[config.mk]
export PLATFORM = sky130hd
export DESIGN_NAME = delta_of_delta_encoder_core
export DESIGN_NICKNAME = d
export VERILOG_FILES = /design/src/rtl/core/dod_pkg.sv /design/src/rtl/core/dod_front.sv /design/src/rtl/core/dod_queue.sv /design/src/rtl/core/dod_back.sv /design/src/rtl/core/delta_of_delta_encoder_core.sv
export SDC_FILE = /design/constraint.sdc
export NUM_CORES = 2
export LEC_CHECK = 0
export BUFFER_PORTS_ARGS = -buffer_cell sky130_fd_sc_hd__buf_4
export CAP_MARGIN = 40
export CORE_UTILIZATION = 35
export DETAILED_ROUTE_END_ITERATION = 7
export GPL_ROUTABILITY_DRIVEN = 0
export PLACE_DENSITY = 0.58
export SLEW_MARGIN = 20
export SYNTH_ARGS = -nofsm -noshare
export SYNTH_HDL_FRONTEND = slang
export SYNTH_SLANG_ARGS = --single-unit
[constraint.sdc]
create_clock -name clk -period 7.71 [get_ports clk]
set_input_delay 1.1565 -clock clk [delete_from_list [all_inputs] [get_ports clk]]
set_output_delay 1.1565 -clock clk [all_outputs]
set_load 0.05 [all_outputs]
[src/rtl/core/dod_pkg.sv]
package dod_pkg;

	// Widths of the data paths.
	localparam int ValueWidth = 64;
	localparam int CodeWidth  = 36;
	localparam int LenWidth   = 6;
	localparam int PendWidth  = 7;
	localparam int CntWidth   = 3;
	localparam int AccWidth   = PendWidth + CodeWidth;
	localparam int NbWidth    = 4;

	// Depth of the queue between the front and back parts.
	localparam int QDepth     = 4;
	localparam int QPtrWidth  = $clog2(QDepth);
	localparam int QCntWidth  = $clog2(QDepth + 1);

	// Biases of the short code classes.
	localparam logic [ValueWidth-1:0] Bias7  = 64'd63;
	localparam logic [ValueWidth-1:0] Bias9  = 64'd255;
	localparam logic [ValueWidth-1:0] Bias12 = 64'd2047;
	localparam logic [ValueWidth-1:0] Bias32 = 64'h0000_0000_8000_0000;

	// Upper limits of the biased values.
	localparam logic [ValueWidth-1:0] Lim7   = 64'd127;
	localparam logic [ValueWidth-1:0] Lim9   = 64'd511;
	localparam logic [ValueWidth-1:0] Lim12  = 64'd4095;
	localparam logic [ValueWidth-1:0] Lim32  = 64'h0000_0000_FFFF_FFFF;

	// Class prefixes, sent first.
	localparam logic [1:0] Prefix7  = 2'h2;
	localparam logic [2:0] Prefix9  = 3'h6;
	localparam logic [3:0] Prefix12 = 4'hE;
	localparam logic [3:0] Prefix32 = 4'hF;

	// Code word lengths.
	localparam logic [LenWidth-1:0] Len0  = 6'd1;
	localparam logic [LenWidth-1:0] Len7  = 6'd9;
	localparam logic [LenWidth-1:0] Len9  = 6'd12;
	localparam logic [LenWidth-1:0] Len12 = 6'd16;
	localparam logic [LenWidth-1:0] Len32 = 6'd36;

	localparam logic [NbWidth-1:0] RawBytes = 4'd8;

	typedef enum logic [1:0] {
		POS_FIRST,
		POS_SECOND,
		POS_STREAM
	} pos_t;

	typedef enum logic [1:0] {
		KIND_RAW,
		KIND_VARINT,
		KIND_BITS,
		KIND_ERROR
	} kind_t;

	// One unit of work for the back part.
	typedef struct packed {
		kind_t                  kind;
		logic                   last;
		logic [NbWidth-1:0]     nbytes;
		logic [ValueWidth-1:0]  data;
	} dod_entry_t;

	function automatic logic [ValueWidth-1:0] zigzag(input logic [ValueWidth-1:0] x);
		zigzag = {x[ValueWidth-2:0], 1'b0} ^ {ValueWidth{x[ValueWidth-1]}};
	endfunction

endpackage

[src/rtl/core/dod_front.sv]
module dod_front (
	input  logic                           clk,
	input  logic                           arst_n,
	input  logic                           push,
	output logic                           full,
	input  logic [dod_pkg::ValueWidth-1:0] sample_value,
	input  logic                           last_in,
	output logic                           q_push,
	output dod_pkg::dod_entry_t            q_entry,
	input  logic                           q_full
);
	import dod_pkg::*;

	logic                  adv;

	// Stage 1: delta.
	logic                  v_s1;
	logic                  last_s1;
	pos_t                  pos_s1;
	logic [ValueWidth-1:0] value_s1;
	logic [ValueWidth-1:0] delta_s1;
	logic [ValueWidth-1:0] prev_value_q;
	pos_t                  pos_q;

	// Stage 2: delta-of-delta or the word to send.
	logic                  v_s2;
	logic                  last_s2;
	pos_t                  pos_s2;
	logic [ValueWidth-1:0] word_s2;
	logic [ValueWidth-1:0] delta_hist_q;

	// Stage 3: classified item.
	logic                  v_s3;
	logic                  last_s3;
	kind_t                 kind_s3;
	logic [ValueWidth-1:0] data_s3;
	logic [LenWidth-1:0]   len_s3;

	// Bit packing state.
	logic [PendWidth-1:0]  pend_bits_q;
	logic [CntWidth-1:0]   pend_cnt_q;
	logic                  failed_q;

	logic [ValueWidth-1:0] b7, b9, b12, b32, zz;
	kind_t                 kind_c;
	logic [ValueWidth-1:0] data_c;
	logic [LenWidth-1:0]   len_c;

	logic [AccWidth-1:0]   acc;
	logic [LenWidth-1:0]   total;
	logic [ValueWidth-1:0] aligned;
	logic                  pad;
	logic [NbWidth-1:0]    bit_bytes;
	logic [PendWidth-1:0]  pend_mask;
	logic                  want_push;

	assign adv  = !(want_push && q_full);
	assign full = !adv;

	always_ff @(posedge clk or negedge arst_n) begin
		if (!arst_n) begin
			v_s1  <= 1'b0;
			pos_q <= POS_FIRST;
		end else if (adv) begin
			v_s1 <= push;
			if (push) begin
				if (last_in) begin
					pos_q <= POS_FIRST;
				end else if (pos_q == POS_FIRST) begin
					pos_q <= POS_SECOND;
				end else begin
					pos_q <= POS_STREAM;
				end
			end
		end
	end

	always_ff @(posedge clk) begin
		if (adv && push) begin
			value_s1     <= sample_value;
			delta_s1     <= sample_value - prev_value_q;
			pos_s1       <= pos_q;
			last_s1      <= last_in;
			prev_value_q <= sample_value;
		end
	end

	always_ff @(posedge clk or negedge arst_n) begin
		if (!arst_n) begin
			v_s2         <= 1'b0;
			delta_hist_q <= '0;
		end else if (adv) begin
			v_s2 <= v_s1;
			if (v_s1 && pos_s1 != POS_FIRST) begin
				delta_hist_q <= delta_s1;
			end
		end
	end

	always_ff @(posedge clk) begin
		if (adv && v_s1) begin
			last_s2 <= last_s1;
			pos_s2  <= pos_s1;
			unique case (pos_s1)
				POS_FIRST:  word_s2 <= value_s1;
				POS_SECOND: word_s2 <= delta_s1;
				default:    word_s2 <= delta_s1 - delta_hist_q;
			endcase
		end
	end

	// Classification of the stage 2 word.
	always_comb begin
		b7  = word_s2 + Bias7;
		b9  = word_s2 + Bias9;
		b12 = word_s2 + Bias12;
		b32 = word_s2 + Bias32;
		zz  = zigzag(word_s2);
		kind_c = KIND_BITS;
		data_c = '0;
		len_c  = Len0;
		unique case (pos_s2)
			POS_FIRST: begin
				kind_c = KIND_RAW;
				data_c = word_s2;
			end
			POS_SECOND: begin
				kind_c = KIND_VARINT;
				data_c = zz;
			end
			default: begin
				if (word_s2 == '0) begin
					len_c = Len0;
				end else if (b7 <= Lim7) begin
					data_c = {55'd0, Prefix7, b7[6:0]};
					len_c  = Len7;
				end else if (b9 <= Lim9) begin
					data_c = {52'd0, Prefix9, b9[8:0]};
					len_c  = Len9;
				end else if (b12 <= Lim12) begin
					data_c = {48'd0, Prefix12, b12[11:0]};
					len_c  = Len12;
				end else if (b32 <= Lim32) begin
					data_c = {28'd0, Prefix32, zz[31:0]};
					len_c  = Len32;
				end else begin
					kind_c = KIND_ERROR;
				end
			end
		endcase
	end

	always_ff @(posedge clk or negedge arst_n) begin
		if (!arst_n) begin
			v_s3 <= 1'b0;
		end else if (adv) begin
			v_s3 <= v_s2;
		end
	end

	always_ff @(posedge clk) begin
		if (adv && v_s2) begin
			last_s3 <= last_s2;
			kind_s3 <= kind_c;
			data_s3 <= data_c;
			len_s3  <= len_c;
		end
	end

	// Packing of a code word behind the pending bits, aligned to the top.
	always_comb begin
		acc       = ({{CodeWidth{1'b0}}, pend_bits_q} << len_s3)
			| {{PendWidth{1'b0}}, data_s3[CodeWidth-1:0]};
		total     = {3'd0, pend_cnt_q} + len_s3;
		aligned   = {{(ValueWidth-AccWidth){1'b0}}, acc} << (7'd64 - {1'b0, total});
		pad       = last_s3 && (total[2:0] != 3'd0);
		bit_bytes = {1'b0, total[5:3]} + {3'd0, pad};
		pend_mask = ~(7'h7F << total[2:0]);

		q_entry.kind   = kind_s3;
		q_entry.last   = last_s3;
		q_entry.nbytes = RawBytes;
		q_entry.data   = data_s3;
		want_push      = v_s3 && !failed_q;
		case (kind_s3)
			KIND_BITS: begin
				q_entry.nbytes = bit_bytes;
				q_entry.data   = aligned;
				want_push      = v_s3 && !failed_q && (bit_bytes != '0);
			end
			KIND_ERROR: begin
				q_entry.nbytes = 4'd1;
				q_entry.data   = '0;
				q_entry.last   = 1'b1;
			end
			default: ;
		endcase
	end

	assign q_push = want_push && !q_full;

	always_ff @(posedge clk or negedge arst_n) begin
		if (!arst_n) begin
			pend_bits_q <= '0;
			pend_cnt_q  <= '0;
			failed_q    <= 1'b0;
		end else if (adv && v_s3) begin
			if (failed_q) begin
				if (last_s3) begin
					failed_q <= 1'b0;
				end
			end else if (last_s3) begin
				pend_bits_q <= '0;
				pend_cnt_q  <= '0;
			end else if (kind_s3 == KIND_ERROR) begin
				pend_bits_q <= '0;
				pend_cnt_q  <= '0;
				failed_q    <= 1'b1;
			end else if (kind_s3 == KIND_BITS) begin
				pend_bits_q <= acc[PendWidth-1:0] & pend_mask;
				pend_cnt_q  <= total[2:0];
			end
		end
	end

endmodule

[src/rtl/core/dod_queue.sv]
module dod_queue (
	input  logic                clk,
	input  logic                arst_n,
	input  logic                wr_en,
	input  dod_pkg::dod_entry_t wr_entry,
	output logic                q_full,
	input  logic                rd_en,
	output dod_pkg::dod_entry_t rd_entry,
	output logic                q_empty
);
	import dod_pkg::*;

	dod_entry_t             slots_q [QDepth];
	logic [QPtrWidth-1:0]   wr_ptr_q;
	logic [QPtrWidth-1:0]   rd_ptr_q;
	logic [QCntWidth-1:0]   count_q;

	assign q_full   = (count_q == QCntWidth'(QDepth));
	assign q_empty  = (count_q == '0);
	assign rd_entry = slots_q[rd_ptr_q];

	always_ff @(posedge clk) begin
		if (wr_en) begin
			slots_q[wr_ptr_q] <= wr_entry;
		end
	end

	always_ff @(posedge clk or negedge arst_n) begin
		if (!arst_n) begin
			wr_ptr_q <= '0;
			rd_ptr_q <= '0;
			count_q  <= '0;
		end else begin
			if (wr_en) begin
				wr_ptr_q <= wr_ptr_q + 1'b1;
			end
			if (rd_en) begin
				rd_ptr_q <= rd_ptr_q + 1'b1;
			end
			if (wr_en && !rd_en) begin
				count_q <= count_q + 1'b1;
			end else if (rd_en && !wr_en) begin
				count_q <= count_q - 1'b1;
			end
		end
	end

endmodule

[src/rtl/core/dod_back.sv]
module dod_back (
	input  logic                clk,
	input  logic                arst_n,
	input  dod_pkg::dod_entry_t q_entry,
	input  logic                q_empty,
	output logic                q_pop,
	output logic                empty,
	input  logic                pop,
	output logic [7:0]          out_byte,
	output logic                last_out,
	output logic                error_flag
);
	import dod_pkg::*;

	logic                  work_v_q;
	kind_t                 work_kind_q;
	logic                  work_last_q;
	logic [NbWidth-1:0]    work_rem_q;
	logic [ValueWidth-1:0] work_data_q;

	logic                  out_v_q;

	logic                  step;
	logic                  load;
	logic                  final_byte;
	logic [7:0]            byte_c;
	logic                  err_c;
	logic [ValueWidth-1:0] next_data;
	logic [ValueWidth-1:0] vrest;

	assign step  = work_v_q && (!out_v_q || pop);
	assign load  = !work_v_q || (step && final_byte);
	assign q_pop = load && !q_empty;
	assign empty = !out_v_q;

	// Next byte of the current entry.
	always_comb begin
		vrest      = work_data_q >> 7;
		byte_c     = work_data_q[7:0];
		err_c      = 1'b0;
		final_byte = (work_rem_q == 4'd1);
		next_data  = work_data_q >> 8;
		unique case (work_kind_q)
			KIND_RAW: ;
			KIND_VARINT: begin
				byte_c     = {vrest != '0, work_data_q[6:0]};
				final_byte = (vrest == '0);
				next_data  = vrest;
			end
			KIND_BITS: begin
				byte_c    = work_data_q[ValueWidth-1 -: 8];
				next_data = work_data_q << 8;
			end
			default: begin
				byte_c     = '0;
				err_c      = 1'b1;
				final_byte = 1'b1;
			end
		endcase
	end

	always_ff @(posedge clk or negedge arst_n) begin
		if (!arst_n) begin
			work_v_q <= 1'b0;
			out_v_q  <= 1'b0;
		end else begin
			if (load) begin
				work_v_q <= !q_empty;
			end
			if (step) begin
				out_v_q <= 1'b1;
			end else if (pop) begin
				out_v_q <= 1'b0;
			end
		end
	end

	always_ff @(posedge clk) begin
		if (q_pop) begin
			work_kind_q <= q_entry.kind;
			work_last_q <= q_entry.last;
			work_rem_q  <= q_entry.nbytes;
			work_data_q <= q_entry.data;
		end else if (step) begin
			work_rem_q  <= work_rem_q - 1'b1;
			work_data_q <= next_data;
		end
		if (step) begin
			out_byte   <= byte_c;
			last_out   <= final_byte && work_last_q;
			error_flag <= err_c;
		end
	end

endmodule

[src/rtl/core/delta_of_delta_encoder_core.sv]
// Delta-of-delta encoder. Each pushed item is one signed 64-bit value, and
// last_in marks the final value of a sequence. The encoding comes out one byte
// per popped item: the first value as 8 bytes, least significant first; then
// the first delta as a zigzag LEB128 varint of 1 to 10 bytes; then, for every
// later value, a prefix code of the delta-of-delta (1, 9, 12, 16 or 36 bits)
// packed MSB-first into bytes, with the final partial byte zero padded when
// the sequence ends. last_out marks the final byte of a sequence. A
// delta-of-delta outside the signed 32-bit range yields a single item with
// out_byte 0, last_out 1 and error_flag 1; the rest of that sequence, up to
// and including its last value, yields nothing. A value that completes no
// byte yields no item. The front part takes one value per cycle while full
// is low, through a three-stage pipeline (delta, delta-of-delta,
// classification and packing) and hands work to a four-entry queue; the back
// part sends exactly one byte per cycle while pop keeps up and the queue holds
// work. A value makes 8 bytes if it is the first, 1 to 10 if it is the second
// and 0 to 6 if it is a stream value (at most 5 in steady state). full rises
// when the queue is full and the front pipeline holds a value that needs a
// queue slot.
module delta_of_delta_encoder_core (
	input  logic                           clk,
	input  logic                           arst_n,
	input  logic                           push,
	output logic                           full,
	input  logic [dod_pkg::ValueWidth-1:0] sample_value,
	input  logic                           last_in,
	output logic                           empty,
	input  logic                           pop,
	output logic [7:0]                     out_byte,
	output logic                           last_out,
	output logic                           error_flag
);
	import dod_pkg::*;

	dod_entry_t wr_entry;
	dod_entry_t rd_entry;
	logic       q_push;
	logic       q_full;
	logic       q_pop;
	logic       q_empty;

	// Front part: computes deltas, classifies and packs each value.
	dod_front u_front (
		.clk          (clk),
		.arst_n       (arst_n),
		.push         (push),
		.full         (full),
		.sample_value (sample_value),
		.last_in      (last_in),
		.q_push       (q_push),
		.q_entry      (wr_entry),
		.q_full       (q_full)
	);

	// Queue of work entries between the two parts.
	dod_queue u_queue (
		.clk      (clk),
		.arst_n   (arst_n),
		.wr_en    (q_push),
		.wr_entry (wr_entry),
		.q_full   (q_full),
		.rd_en    (q_pop),
		.rd_entry (rd_entry),
		.q_empty  (q_empty)
	);

	// Back part: turns each entry into bytes, one per cycle while pop keeps up.
	dod_back u_back (
		.clk        (clk),
		.arst_n     (arst_n),
		.q_entry    (rd_entry),
		.q_empty    (q_empty),
		.q_pop      (q_pop),
		.empty      (empty),
		.pop        (pop),
		.out_byte   (out_byte),
		.last_out   (last_out),
		.error_flag (error_flag)
	);

endmodule

==> summary by stage <==
Critical path
The largest fanout on the critical path is 22. The critical path startpoint category is a flop. The worst setup path is captured at an output pin. Measured in cells, the most critical reg-to-reg path has a length of 11. The end of the worst register-to-register path is u_front.data_s3[28]. The required time of the critical path is 6550 ps. The capturing instance or port of the critical path is full. Tracing the worst setup path back leads to its startpoint at u_front.len_s3[0]. The worst setup path is of the flop to output pin kind.

The critical path arrival is 4600 ps. The critical register-to-register path startpoint is u_front.word_s2[19]. The setup check on the worst reg-to-reg path leaves a slack of 2000 ps.

Synth
The synthesized design spends more area on one cell type than any other, namely sky130_fd_sc_hd__edfxtp_1. In the post-synthesis netlist, the biggest area contributors are sky130_fd_sc_hd__edfxtp_1 (41%), sky130_fd_sc_hd__dfrtp_1 (4.8%), sky130_fd_sc_hd__ha_1 (4.1%). The combinational family with the most area after synthesis is compound AO/OA/AOI/OAI gates.

In this run, distinct cell masters in the synthesized netlist total 94. The warning count from the yosys run is 0. Of the post-synthesis cell area, the part taken by muxes is 9.54%. The post-synthesis xor/xnor area fraction is 5.09%. Synthesis inferred a little over 700 register bits. The most used flip-flop cell after synthesis is sky130_fd_sc_hd__edfxtp_1. In this run the cell area of the synthesized design comes to 0.0460 sq mm. The area fraction in and, or, nand and nor cells after synthesis is 13.8%. In this run the mean area of a mapped cell was 10.2 sq um. In this run the biggest area consumer among cell types represents 41.5% of the synthesized area. In this run, synthesis inferred roughly 640 flip-flops with an integrated enable. Of the total synthesized cell area, the portion taken by full adders, half adders and majority gates is 4.24%.

The share of flip-flops with an asynchronous set or reset is between 10% and 20%. The synthesized netlist devotes 16.8% of its cell area to compound gates. For this run, the register share of the synthesized area comes to a little under half. The cell count after synthesis came out at 4494. The number of nets in the synthesized netlist is about 4.7k.

Finish
After the last flow step, the layout net total stands at 4678. The layout has 12.7k filler cells. The final cell utilization of the core is a little under 40%. Of the cells placed in the final design, the portion with a size suffix greater than 1 is about 12%. The number of diodes is 0. The multi-input combinational cells in the finished layout cover a total of roughly 0.023 sq mm. The storage element area is between 0.02 and 0.025 sq mm. The area growth from synthesis to layout is 11.6%.

Timing
Setup repair after global routing left no endpoint under its margin. The slew at the pin closest to its max-slew limit is 1060 ps. Setup total negative slack on the finished layout was measured at 0 ps. The number of hold violations in the final report is 0. Setup violations remaining at the end of the flow were counted as 0. The number of slew-limit violations in the final report is 0. The worst relative slew slack is approximately 28%. Between clock sinks in the finished design, the worst skew comes to 18.5 ps. The clock period could shrink to 5750 ps. The maximum clock rate is between 0.15 and 0.2 GHz.

The post-route fraction of the period consumed by the critical path is 74.6%.

Placed design
The count of buffers added on input and output ports is 80. The post-detailed-placement half-perimeter wirelength is 99.6 mm.

GRT
The via count of the first global-routing pass was 34.3k. The first global-routing pass estimated between 200 and 250 mm of wire. Entering global routing, the biggest net connects ~110 pins.

The initial antenna violation count was 2. The total grt overflow is 0. In the global route stage, overall resource usage came out at 20.2%.

Drt
The first detailed-routing pass took 6 iterations. The post-detailed-route DRC marker count is 0. The detailed router placed 36.2k vias in this run. In this run, the number of DRC markers left after iteration 0 of detailed routing was about 4k. The number of vias per cell after detailed routing is 5.78.

After detailed routing, the average wire length per cell comes to 21.8 microns. The detailed-route wire length is 136 mm. The antenna violation net count after detailed routing is 0.

Power
Combinational logic is responsible for 50.1% of the overall power. Summed over all cells, the static leakage comes to about 19 nW. VDD sags by at most 171 uV. Summed over all nets, the switching power comes to 10.5 mW. The portion of total power attributed to sequential cells is 32.9%. The net switching share of the total power is 44.1%. The internal power of the cells is 13.3 mW.

The design draws ~24 mW. In this run the power density over the cells is between 400 and 500 mW/mm^2. Per report_power, the clock group accounts for about 17% of the total.

Clock network
Clock-pin slew was measured on the worst setup and hold paths at 60 ps. The number of gates resized after CTS was 0. The number of clock buffers inserted by TritonCTS is 82. Once the clock tree was built, the setup fixing pass inserted 0 buffers. Clock tree synthesis selected as its root buffer the cell sky130_fd_sc_hd__clkbuf_16. The hold buffer count at cts is 0. The level count of the clock H-tree is 3. The count of clock tree sinks is between 700 and 800. At the later pin of the worst-skew pair, clock insertion delay measures around 680 ps. The TritonCTS clock tree is yes. The number of buffers between clock root and the deepest sink is 3.

Die
The core region is 0.130 sq mm. The die outline width is 364 microns. In this run the vertical extent of the chip is ~360 microns. The number of top-level pins is 81.

The number of rows created at floorplan is 132. Once the floorplan was initialized, standard cells occupied 35.4% of the core. The area of the die is 0.133 sq mm.

Job
Across the run, the number of max-cap violations was 0.

Hold path
The number of cells on the worst hold path is 0. The worst hold path belongs to the class flop to flop.

Outcome
The flow ran to the end, and the final reports show no timing, DRC or antenna violations.
==> stage by stage <==
step | cell area, sq um | setup WS (ps) | cells | hold WS, ps
2_1_floorplan | 46000 | 261 | 4494 | 400
3_3_place_gp | 48300 | 2040 | 6095 | 404
3_5_place_dp | 48400 | 2080 | 6107 | 406
4_1_cts | 51200 | 1900 | 6261 | 423
5_1_grt | 51300 | 1650 | 6267 | 427
6_report | 51300 | 1960 | 6267 | 418
==> power by group through the flow <==
stage	Combinational, mW	Sequential, mW	Clock (mW)
finish	11.9	7.81	4.05
global route	12.9	7.94	4.28
CTS	11.6	7.75	4.14
detailed placement	11.6	7.83	0
global placement	11.4	7.79	0
floorplan	8.78	6.97	0
==> worst min-delay path by stage <==
stage,startpoint,to
global route,u_front.last_s2,u_front.last_s3
CTS,u_front.last_s2,u_front.last_s3
finish,u_front.last_s2,u_front.last_s3
detailed placement,u_front.last_s2,u_front.last_s3
global placement,u_front.last_s2,u_front.last_s3
floorplan,u_front.last_s1,u_front.last_s2
==> layer usage <==
| layer | wire length [microns] | vias to the layer above | global-route usage, % |
|---|---|---|---|
| met4 | 6340 | 2 | 8.34 |
| li1 | - | 16834 | - |
| met1 | 58500 | 17452 | 27.0 |
| met5 | 13 | - | 0 |
| met2 | 61900 | 1559 | 32.1 |
| met3 | 9620 | 392 | 3.56 |
==> cells by family (layout without fill, tap and decap cells) <==
family,count (synthesis),after routing
adder cells (fa/ha/maj),154,154
XOR/XNOR,267,267
multiplexers,334,334
flip-flops,724,724
AO/OA/AOI/OAI,1202,1202
AND/OR/NAND/NOR,1309,1309
buffers and inverters,504,535
==> synth_stat cells, drive strengths merged (9+ instances only) <==
master,n
o31ai,21
dfrtp,89
o21a,22
a221oi,11
and3,36
a31oi,52
o21ai,376
a21boi,9
a21o,97
nor2,265
inv,207
nand4,85
o221ai,15
a211oi,53
nand2b,27
and4,21
o211ai,24
or2,16
o211a,17
ha,151
a21oi,248
nor2b,31
mux2,114
nand3,97
mux4,72
buf,63
or3,30
o2111ai,11
xnor2,197
clkbuf,231
mux2i,148
a221o,11
o21bai,22
edfxtp,635
xor2,70
and2,34
nor3,89
nor4,57
a22oi,63
nand2,467
a22o,13
o22ai,19
or4,20
o2bb2ai,30
==> critical path, cell delays in order (launching register included) <==
cell	delay, ps
sky130_fd_sc_hd__edfxtp_1	610
sky130_fd_sc_hd__ha_1	920
sky130_fd_sc_hd__inv_2	270
sky130_fd_sc_hd__ha_1	330
sky130_fd_sc_hd__ha_1	210
sky130_fd_sc_hd__nor2b_1	190
sky130_fd_sc_hd__ha_1	200
sky130_fd_sc_hd__ha_1	210
sky130_fd_sc_hd__mux2i_1	90
sky130_fd_sc_hd__a21oi_1	160
sky130_fd_sc_hd__nand3_1	260
sky130_fd_sc_hd__inv_1	220
sky130_fd_sc_hd__buf_4	230
==> layout by cell type (no fill, tap or decap), types with 85 or more instances in the layout <==
| master | instances |
|---|---|
| sky130_fd_sc_hd__nor2_1 | 265 |
| sky130_fd_sc_hd__nand3_1 | 96 |
| sky130_fd_sc_hd__mux2_2 | 114 |
| sky130_fd_sc_hd__buf_4 | 153 |
| sky130_fd_sc_hd__a21o_1 | 97 |
| sky130_fd_sc_hd__mux2i_1 | 148 |
| sky130_fd_sc_hd__nor3_1 | 85 |
| sky130_fd_sc_hd__nand2_1 | 467 |
| sky130_fd_sc_hd__clkbuf_16 | 85 |
| sky130_fd_sc_hd__ha_1 | 148 |
| sky130_fd_sc_hd__a21oi_1 | 248 |
| sky130_fd_sc_hd__xnor2_1 | 195 |
| sky130_fd_sc_hd__dfrtp_1 | 87 |
| sky130_fd_sc_hd__o21ai_0 | 355 |
| sky130_fd_sc_hd__inv_1 | 204 |
| sky130_fd_sc_hd__edfxtp_1 | 635 |
==> area by class of cell <==
type                            count  area share (%)
Clock buffer                       99            4.36
Timing Repair Buffer              171            2.74
Sequential cell                   724            41.5
Tap cell                         1742            4.25
Clock inverter                     55            1.08
Multi-Input combinational cell   3266            44.5
Inverter                          210            1.54
==> sequential cells by signal, summed over array words and instances (netlist names), 3 cells and up <==
name,flops
u_back.out_byte,8
u_front.data_s3,64
u_front.pend_cnt_q,3
u_front.word_s2,64
u_back.work_rem_q,4
u_front.delta_hist_q,64
u_front.pend_bits_q,7
u_front.len_s3,5
u_queue.count_q,3
u_queue.slots_q,284
u_back.work_data_q,64
u_front.delta_s1,64
u_front.value_s1,64
(Power assumes the default switching activity.)
